--- src/rtl/core/fat_cluster_chain_walker_macros.svh ---
// Assertion macros for the FAT cluster chain walker.
// Included by RTL files that carry concurrent assertions; no other dependencies.
`ifndef FAT_CLUSTER_CHAIN_WALKER_MACROS_SVH
`define FAT_CLUSTER_CHAIN_WALKER_MACROS_SVH
`ifndef ASSERT_OFF
`define FCW_ASSERT(lbl, clk, rst, prop, msg) \
   lbl: assert property (@(posedge clk) disable iff (rst) prop) else $error(msg);
`define FCW_ASSERT_NEXT(lbl, clk, rst, pre, post, msg) \
   lbl: assert property (@(posedge clk) disable iff (rst) pre |=> post) else $error(msg);
`else
`define FCW_ASSERT(lbl, clk, rst, prop, msg)
`define FCW_ASSERT_NEXT(lbl, clk, rst, pre, post, msg)
`endif
`endif

--- src/rtl/core/fcw_pkg.sv ---
// Shared types and constants of the FAT cluster chain walker.
// No dependencies; imported by the interfaces, datapath, controller and top level.
package fcw_pkg;

   localparam int CMD_W       = 2;
   localparam int VALUE_W     = 32;
   localparam int CLUSTER_W   = 32;
   localparam int OFFSET_W    = 48;
   localparam int STATUS_W    = 2;
   localparam int CSR_INDEX_W = 3;
   localparam int CSR_DATA_W  = 32;

   typedef enum logic [CMD_W-1:0] {
      CMD_CLEAR = 2'd0,
      CMD_LOAD  = 2'd1,
      CMD_WALK  = 2'd2
   } cmd_type;

   typedef enum logic [STATUS_W-1:0] {
      STATUS_OK   = 2'd0,
      STATUS_CAP  = 2'd1,
      STATUS_FULL = 2'd2
   } status_type;

   localparam logic [CSR_INDEX_W-1:0] CSR_BYTES_PER_SECTOR    = 3'd0;
   localparam logic [CSR_INDEX_W-1:0] CSR_SECTORS_PER_CLUSTER = 3'd1;
   localparam logic [CSR_INDEX_W-1:0] CSR_RESERVED_SECTORS    = 3'd2;
   localparam logic [CSR_INDEX_W-1:0] CSR_FAT_COPIES          = 3'd3;
   localparam logic [CSR_INDEX_W-1:0] CSR_SECTORS_PER_FAT     = 3'd4;
   localparam logic [CSR_INDEX_W-1:0] CSR_ROOT_CLUSTER        = 3'd5;

   typedef struct packed {
      logic clear;
      logic close;
      logic write;
      logic walk_start;
      logic read;
      logic advance;
      logic rsp_load;
      logic rsp_reject;
   } dp_cmd_type;

   typedef struct packed {
      logic closed;
      logic full;
      logic value_zero;
      logic last_link;
   } dp_status_type;

endpackage

--- src/rtl/core/fcw_ctrl.sv ---
// Controller: request decode and walk sequencer, result valid register.
// Depends on fcw_pkg and fat_cluster_chain_walker_macros.svh.
`include "fat_cluster_chain_walker_macros.svh"
module fcw_ctrl (
   input  logic                        clock,
   input  logic                        reset,
   input  logic                        req_valid,
   output logic                        req_ready,
   input  logic [fcw_pkg::CMD_W-1:0]   req_cmd,
   output logic                        rsp_valid,
   input  logic                        rsp_ready,
   output fcw_pkg::dp_cmd_type         dp_cmd,
   input  fcw_pkg::dp_status_type      dp_status
);
   import fcw_pkg::*;

   typedef enum logic [2:0] {
      ST_IDLE,
      ST_READ,
      ST_MUL,
      ST_SUM,
      ST_OUT,
      ST_REJECT
   } state_type;

   state_type state_ff, state_in;
   logic      rsp_valid_ff, rsp_valid_in;
   logic      accept;
   logic      rsp_free;

   always_comb begin
      req_ready = state_ff == ST_IDLE;
      accept    = req_valid && req_ready;
      rsp_free  = !rsp_valid_ff || rsp_ready;
      dp_cmd    = '0;
      state_in  = state_ff;

      unique case (state_ff)
         ST_IDLE: begin
            if (accept) begin
               unique case (req_cmd)
                  CMD_CLEAR: dp_cmd.clear = 1'b1;
                  CMD_LOAD: begin
                     if (!dp_status.closed) begin
                        if (dp_status.value_zero) begin
                           dp_cmd.close = 1'b1;
                        end else if (dp_status.full) begin
                           state_in = ST_REJECT;
                        end else begin
                           dp_cmd.write = 1'b1;
                        end
                     end
                  end
                  CMD_WALK: begin
                     dp_cmd.walk_start = 1'b1;
                     state_in          = ST_READ;
                  end
                  default: ;
               endcase
            end
         end
         ST_READ: begin
            dp_cmd.read = 1'b1;
            state_in    = ST_MUL;
         end
         ST_MUL: state_in = ST_SUM;
         ST_SUM: state_in = ST_OUT;
         ST_OUT: begin
            if (rsp_free) begin
               dp_cmd.rsp_load = 1'b1;
               if (dp_status.last_link) begin
                  state_in = ST_IDLE;
               end else begin
                  dp_cmd.advance = 1'b1;
                  state_in       = ST_READ;
               end
            end
         end
         ST_REJECT: begin
            if (rsp_free) begin
               dp_cmd.rsp_load   = 1'b1;
               dp_cmd.rsp_reject = 1'b1;
               state_in          = ST_IDLE;
            end
         end
         default: state_in = ST_IDLE;
      endcase

      rsp_valid_in = dp_cmd.rsp_load ? 1'b1 : (rsp_valid_ff && !rsp_ready);
   end

   always_ff @(posedge clock) begin
      if (reset) begin
         state_ff     <= ST_IDLE;
         rsp_valid_ff <= 1'b0;
      end else begin
         state_ff     <= state_in;
         rsp_valid_ff <= rsp_valid_in;
      end
   end

   assign rsp_valid = rsp_valid_ff;

   `FCW_ASSERT(a_no_overwrite, clock, reset, dp_cmd.rsp_load |-> (!rsp_valid_ff || rsp_ready), "pending result overwritten")
   `FCW_ASSERT(a_no_write_full, clock, reset, dp_cmd.write |-> !dp_status.full, "table write past depth")
   `FCW_ASSERT_NEXT(a_link_loops, clock, reset, (state_ff == ST_OUT && dp_cmd.rsp_load && !dp_status.last_link), (state_ff == ST_READ && rsp_valid_ff), "chain did not continue")
   `FCW_ASSERT_NEXT(a_reject_done, clock, reset, (state_ff == ST_REJECT && dp_cmd.rsp_load), (state_ff == ST_IDLE && rsp_valid_ff), "reject result not issued")

endmodule

--- config.mk ---
export PLATFORM = sky130hd
export DESIGN_NAME = fcw_ctrl
export DESIGN_NICKNAME = d
export VERILOG_FILES = /design/src/rtl/core/fcw_pkg.sv /design/src/rtl/core/fcw_ctrl.sv
export VERILOG_INCLUDE_DIRS = /design/src /design/src/rtl/core
export SDC_FILE = /design/constraint.sdc
export NUM_CORES = 1
export LEC_CHECK = 0
export BUFFER_PORTS_ARGS = -buffer_cell sky130_fd_sc_hd__buf_2
export CAP_MARGIN = 20
export CORE_AREA = 2 2 39 41
export CTS_CLUSTER_DIAMETER = 80
export DETAILED_ROUTE_END_ITERATION = 12
export DIE_AREA = 0 0 41 43
export PLACE_DENSITY = 0.46
export SLEW_MARGIN = 20
export SYNTH_ARGS = -nofsm -noshare
export SYNTH_HDL_FRONTEND = slang
export SYNTH_SLANG_ARGS = --single-unit
--- constraint.sdc ---
create_clock -name clock -period 2.1 [get_ports clock]
set_input_delay 0.21 -clock clock [delete_from_list [all_inputs] [get_ports clock]]
set_output_delay 0.21 -clock clock [all_outputs]
set_load 0.01 [all_outputs]
==> results of run 1 <==
## where the power goes
group,internal (mW),total [mW],switching [mW]
Sequential,0.108,0.153,0.0454
Combinational,0.138,0.271,0.133
Clock,0.0639,0.0957,0.0317
## per-layer routing
metal,share of wire,global-route usage,vias to the layer above,wire (um)
li1,-,-,173,-
met1,0.46,0.112,137,312
met2,0.42,0.134,20,284
met3,0.10,0.0209,2,69
met4,0.018,0.120,0,12
met5,0,0,-,0
## worst min path at each step
stage | start | end | slack, ns | cells past startpoint
2_1_floorplan | reset | rsp_valid$_SDFF_PP0_ | 0.28 | 1
3_3_place_gp | reset | rsp_valid$_SDFF_PP0_ | 0.44 | 2
3_5_place_dp | reset | state_ff[0]$_SDFFE_PP0P_ | 0.43 | 2
4_1_cts | reset | rsp_valid$_SDFF_PP0_ | 0.18 | 2
5_1_grt | reset | rsp_valid$_SDFF_PP0_ | 0.19 | 2
6_report | reset | state_ff[0]$_SDFFE_PP0P_ | 0.19 | 2
## kinds of logic (layout without fill, tap and decap cells)
group / count (synthesis) / after routing / share of synthesized area
AND/OR/NAND/NOR: 22 / 22 / 0.513
AO/OA/AOI/OAI: 6 / 6 / 0.123
flip-flops: 4 / 4 / 0.271
buffers and inverters: 3 / 24 / 0.0636
XOR/XNOR: 1 / 1 / 0.0297
## area by class of cell
cell class                      count  area share
Timing Repair Buffer               19       0.226
Inverter                            2      0.0178
Clock buffer                        3      0.0534
Tap cell                           16      0.0475
Sequential cell                     4       0.190
Multi-Input combinational cell     29       0.466
## flip-flops by register name, summed over array words and instances, names as in the netlist
signal     flops
state_ff       3
rsp_valid      1
## cell usage in the layout, fill, tap and decap left out
master,n
buf_2,19
dfxtp_1,4
nor3b_1,3
nand2_1,3
clkbuf_4,3
inv_1,2
nor3_1,2
o21ai_0,2
nor2_1,2
a21oi_1,2
or3_1,1
and4_1,1
nor4b_2,1
and2b_2,1
and3_1,1
nand2b_1,1
or2b_2,1
nor2b_1,1
and2_2,1
and3b_1,1
a221o_1,1
or2_2,1
a31oi_1,1
nand4bb_1,1
xnor2_1,1
## worst max-delay path: cells and delay by family, from the launching register on
| kind | cells | cell delay, ns |
|---|---|---|
| AND/OR/NAND/NOR | 3 | 0.69 |
| flip-flops | 1 | 0.36 |
| buffers and inverters | 2 | 0.26 |
## per-stage QoR
step / hold WS [ns] / total power, mW / setup WS, ns
global placement: 0.439 / 0.430 / 0.599
global route: 0.187 / 0.582 / 0.229
finish: 0.192 / 0.520 / 0.345
CTS: 0.180 / 0.533 / 0.316
floorplan: 0.279 / 0.356 / 0.596
detailed placement: 0.434 / 0.429 / 0.590
==> results.cfg, run 1 <==
[status]
status = finished, final reports clean

[finish]
nets = 69
diodes = 0
postLayoutCoreUtil = 0.305
multi_input_area_sq_um = 196
stdcell_area_sq_um = 422
layout-drive-gt1-share = 0.474
n_fill_cell = 157
seq_area_sq_um = 80.1
finalNonFillerCells = 73
area_delta_synth_final_pct = 42.8

[power]
p_leak_nw = 0.206
power_density_mw_per_mm2 = 1230
peakVddDrop_uv = 329

[setup_path]
critPathKind = reg -> out
cp_slowest_cell = or3_1
reg2regPathDepth = 4
cp-endpoint = dp_cmd[5]
r2r_slack_ns = 0.71
crit_required_ns = 1.89
crit_start = state_ff[1]$_SDFFE_PP0P_
timing.rr.end = state_ff[2]$_SDFFE_PP0P_
critical_path.max_fanout = 7
crit_arrival_ns = 1.55
r2r-start = state_ff[1]$_SDFFE_PP0P_
cpPeakStageDelay_ns = 0.41
cp-end-kind = output port
crit_chain = or3_1, inv_1, nand2_1, nor4b_2, buf_2
start_kind = flop

[synthesis]
synthFlopType = dfxtp_1
avgSynthCellArea_sq_um = 8.20
yosysSeqAreaShare = 0.271
syn_inst = 36
synth_common_cells = 4 x dfxtp_1, 3 x nand2_1, 3 x nor3b_1
synth_top_area_frac = 0.271
yosysTopAreaCell = dfxtp_1
synth-seq-cells = 4
synth_fp_nets = 46
synth_area_leaders = dfxtp_1 27%, nor3b_1 7.6%, nor4b_2 5.1%
synth_most_common_cell = dfxtp_1
ys_async_sr_fraction = 0
ys_types = 24
synth_edf_count = 0
netlist_area_sq_um = 295
yosysWarningCount = 0

[sta]
max_slew_margin = 0.789
period_share = 0.836
tightest_slew_ns = 0.315
clock-skew-final_ns = 0.000315
setup-tns-final_ns = 0
period_needed_ns = 1.76
finalSetupViolCount = 0
fmax_mhz = 570
final_max_slew_viol_count = 0
hold_viol_final = 0
rsz0062_at_grt = false

[route]
drc_errors = 0
first_pass_iters = 2
drt-total-wl_um = 678
vias_per_cell = 4.55
vias = 332
drt-initial-drc-count = 3
wl_per_cell_um = 9.29
ant_nets = 0

[floorplanning]
chipWidth_um = 41
start_util = 0.213
die_area_sq_mm = 0.00176
pin_count = 20
core_sq_mm = 0.00138
row_count = 14
die_h_um = 43

[clock_network]
h-tree-depth = 1
cts-root-buf = clkbuf_4
cts_tree = built
cts_resized = 0
insertion_delay_ns = 0.23
path_clk_slew_ns = 0.04
cts_max_path_buffers = 2
numCtsBuffers = 3
cts_sinks = 4
cts_hold_buffers = 0
post_cts_buffers = 0

[place]
dp_cells = 70
portBuffers = 19
gp_congestion = 0.606
dpl-instance-area_sq_um = 399

[hold_path]
hp-class = in -> reg

[global_routing]
grt_pass1_wl_mm = 1.15
grt_overflow_total = 0
grt_max_degree = 10
antenna_found_initial = 0
grt_usage = 0.100
grt_pass1_vias = 308

[job]
cap_violations = 0
Power figures use the tool's default switching activity.
==> run 2, diff against run 1 <==
Settings changed: ABC_AREA set to 1, PLACE_DENSITY 0.46 to 0.48.
Clock period 2.1 ns to 1.82 ns, I/O delays scaled along.
==> run 2 against run 1 <==
Die area unchanged. Clock-buffer cell count unchanged. Cell area increased by 7.4%. Core utilization is 2.3 points higher.
==> results.cfg, run 2 <==
[clock_network]
post_cts_buffers = 0
cts_tree = built
h-tree-depth = 1
cts_resized = 0
cts_hold_buffers = 0
cts-root-buf = clkbuf_4
cts_max_path_buffers = 2
numCtsBuffers = 3
insertion_delay_ns = 0.23
cts_sinks = 4
path_clk_slew_ns = 0.04

[synthesis]
ys_types = 17
synth_common_cells = 10 x nand2_1, 8 x inv_1, 6 x nor2_1
synth_most_common_cell = nand2_1
synth_area_leaders = dfxtp_1 25%, nand2_1 12%, inv_1 9.5%
ys_async_sr_fraction = 0
synth_top_area_frac = 0.254
synthFlopType = dfxtp_1
synth-seq-cells = 4
synth_fp_nets = 60
yosysTopAreaCell = dfxtp_1
avgSynthCellArea_sq_um = 6.31
yosysSeqAreaShare = 0.254
yosysWarningCount = 0
syn_inst = 50
netlist_area_sq_um = 315
synth_edf_count = 0

[finish]
layout-drive-gt1-share = 0.431
largest_register = state_ff
largest_register_ffs = 3
final_cell_mix = 19 x buf_2, 10 x nand2_1, 8 x inv_1, 6 x nor2_1
diodes = 0
final_common_cell = buf_2
area_delta_synth_final_pct = 43.7
nets = 84
stdcell_area_sq_um = 453

[sta]
max_slew_margin = 0.847
finalSetupViolCount = 0
period_needed_ns = 1.53
setup-tns-final_ns = 0
fin_ws_ns = 0.290
rsz0062_at_grt = false
hold-worst-slack_ns = 0.157
final_max_slew_viol_count = 0
hold_viol_final = 0
period_share = 0.841
clock-skew-final_ns = 0.00429
tightest_slew_ns = 0.228
fmax_mhz = 654

[setup_path]
reg2regPathDepth = 6
cp-endpoint = dp_cmd[2]
critPathKind = reg -> out
cp-end-kind = output port
crit_required_ns = 1.64
timing.rr.end = state_ff[0]$_SDFFE_PP0P_
crit_arrival_ns = 1.35
start_kind = flop
r2r-start = state_ff[2]$_SDFFE_PP0P_
r2r_slack_ns = 0.60
critical_path.max_fanout = 5
crit_start = state_ff[2]$_SDFFE_PP0P_

[job]
cap_violations = 0

[hold_path]
hp-class = in -> reg

[status]
status = finished, final reports clean

[place]
dp_slack_ns = 0.521
dpl-instance-area_sq_um = 430
gp_congestion = 0.743
portBuffers = 19
dp_hpwl_um = 637

[route]
first_pass_iters = 3
wl_per_cell_um = 8.41
ant_nets = 0
vias_per_cell = 4.25
vias = 374
drt-total-wl_um = 740
drc_errors = 0
drt-initial-drc-count = 2

[floorplanning]
pin_count = 20
core_sq_mm = 0.00138
row_count = 14
die_area_sq_mm = 0.00176
chipWidth_um = 41
start_util = 0.228
die_h_um = 43

[power]
p_leak_nw = 0.240
power_density_mw_per_mm2 = 1330
peakVddDrop_uv = 637

[global_routing]
antenna_found_initial = 0
grt_pass1_vias = 316
grt_usage = 0.0924
grt_max_degree = 7
grt_pass1_wl_mm = 1.10
grt_overflow_total = 0
==> run 2: cell count changes in the layout (fill, tap and decap cells not counted), sizes merged, moves of 2 or more <==
cell   delta
inv       +7
nand2     +7
nor2      +7
nand3     +3
nor3      +3
nor3b     -3
nor4      +2
==> run 2: metrics by stage <==
step	util	power [mW]	cells
after floorplan	-	0.396	50
after global placement	0.311	0.501	85
after detailed placement	0.311	0.501	85
after CTS	0.327	0.616	88
after global routing	0.327	0.664	88
final	0.327	0.602	88
==> run 2: power by group <==
part	switching (mW)	total (mW)	internal (mW)	leakage, nW
sequential	0.0447	0.166	0.121	0.0329
clock	0.0350	0.109	0.0737	0.0138
combinational	0.193	0.327	0.134	0.194
==> run 2: worst min path at each step <==
stage | from | end | cells after the start
after floorplan | reset | rsp_valid$_SDFF_PP0_ | 1
after global placement | reset | rsp_valid$_SDFF_PP0_ | 2
after detailed placement | reset | state_ff[2]$_SDFFE_PP0P_ | 2
after CTS | reset | state_ff[2]$_SDFFE_PP0P_ | 2
after global routing | reset | state_ff[2]$_SDFFE_PP0P_ | 2
final | reset | state_ff[2]$_SDFFE_PP0P_ | 2
==> run 2: layer usage <==
| metal | up-vias | track usage | part of all wire |
|---|---|---|---|
| met1 | 153 | 0.0997 | 0.44 |
| li1 | 206 | - | - |
| met5 | - | 0 | 0 |
| met4 | 0 | 0.0600 | 0 |
| met2 | 15 | 0.153 | 0.46 |
| met3 | 0 | 0.0157 | 0.095 |
==> run 2: final cells by class <==
type	instances	area, sq um
Inverter	9	33.8
Tap cell	16	20.0
Clock buffer	3	22.5
Sequential cell	4	80.1
Multi-Input combinational cell	37	201
Timing Repair Buffer	19	95.1
Fill cell	161	931
==> run 2: critical path: stages (launching register included) <==
cell and delay (ns):
dfxtp_1 0.41, inv_2 0.06, or2_4 0.26, nor4_1 0.21
buf_2 0.17
==> run 2: kinds of logic (layout without fill, tap and decap cells) <==
kind of cell | Yosys count | count (layout) | synth area share
compound gates | 5 | 5 | 0.0794
simple gates | 32 | 32 | 0.560
buf+inv | 9 | 31 | 0.107
flops | 4 | 4 | 0.254
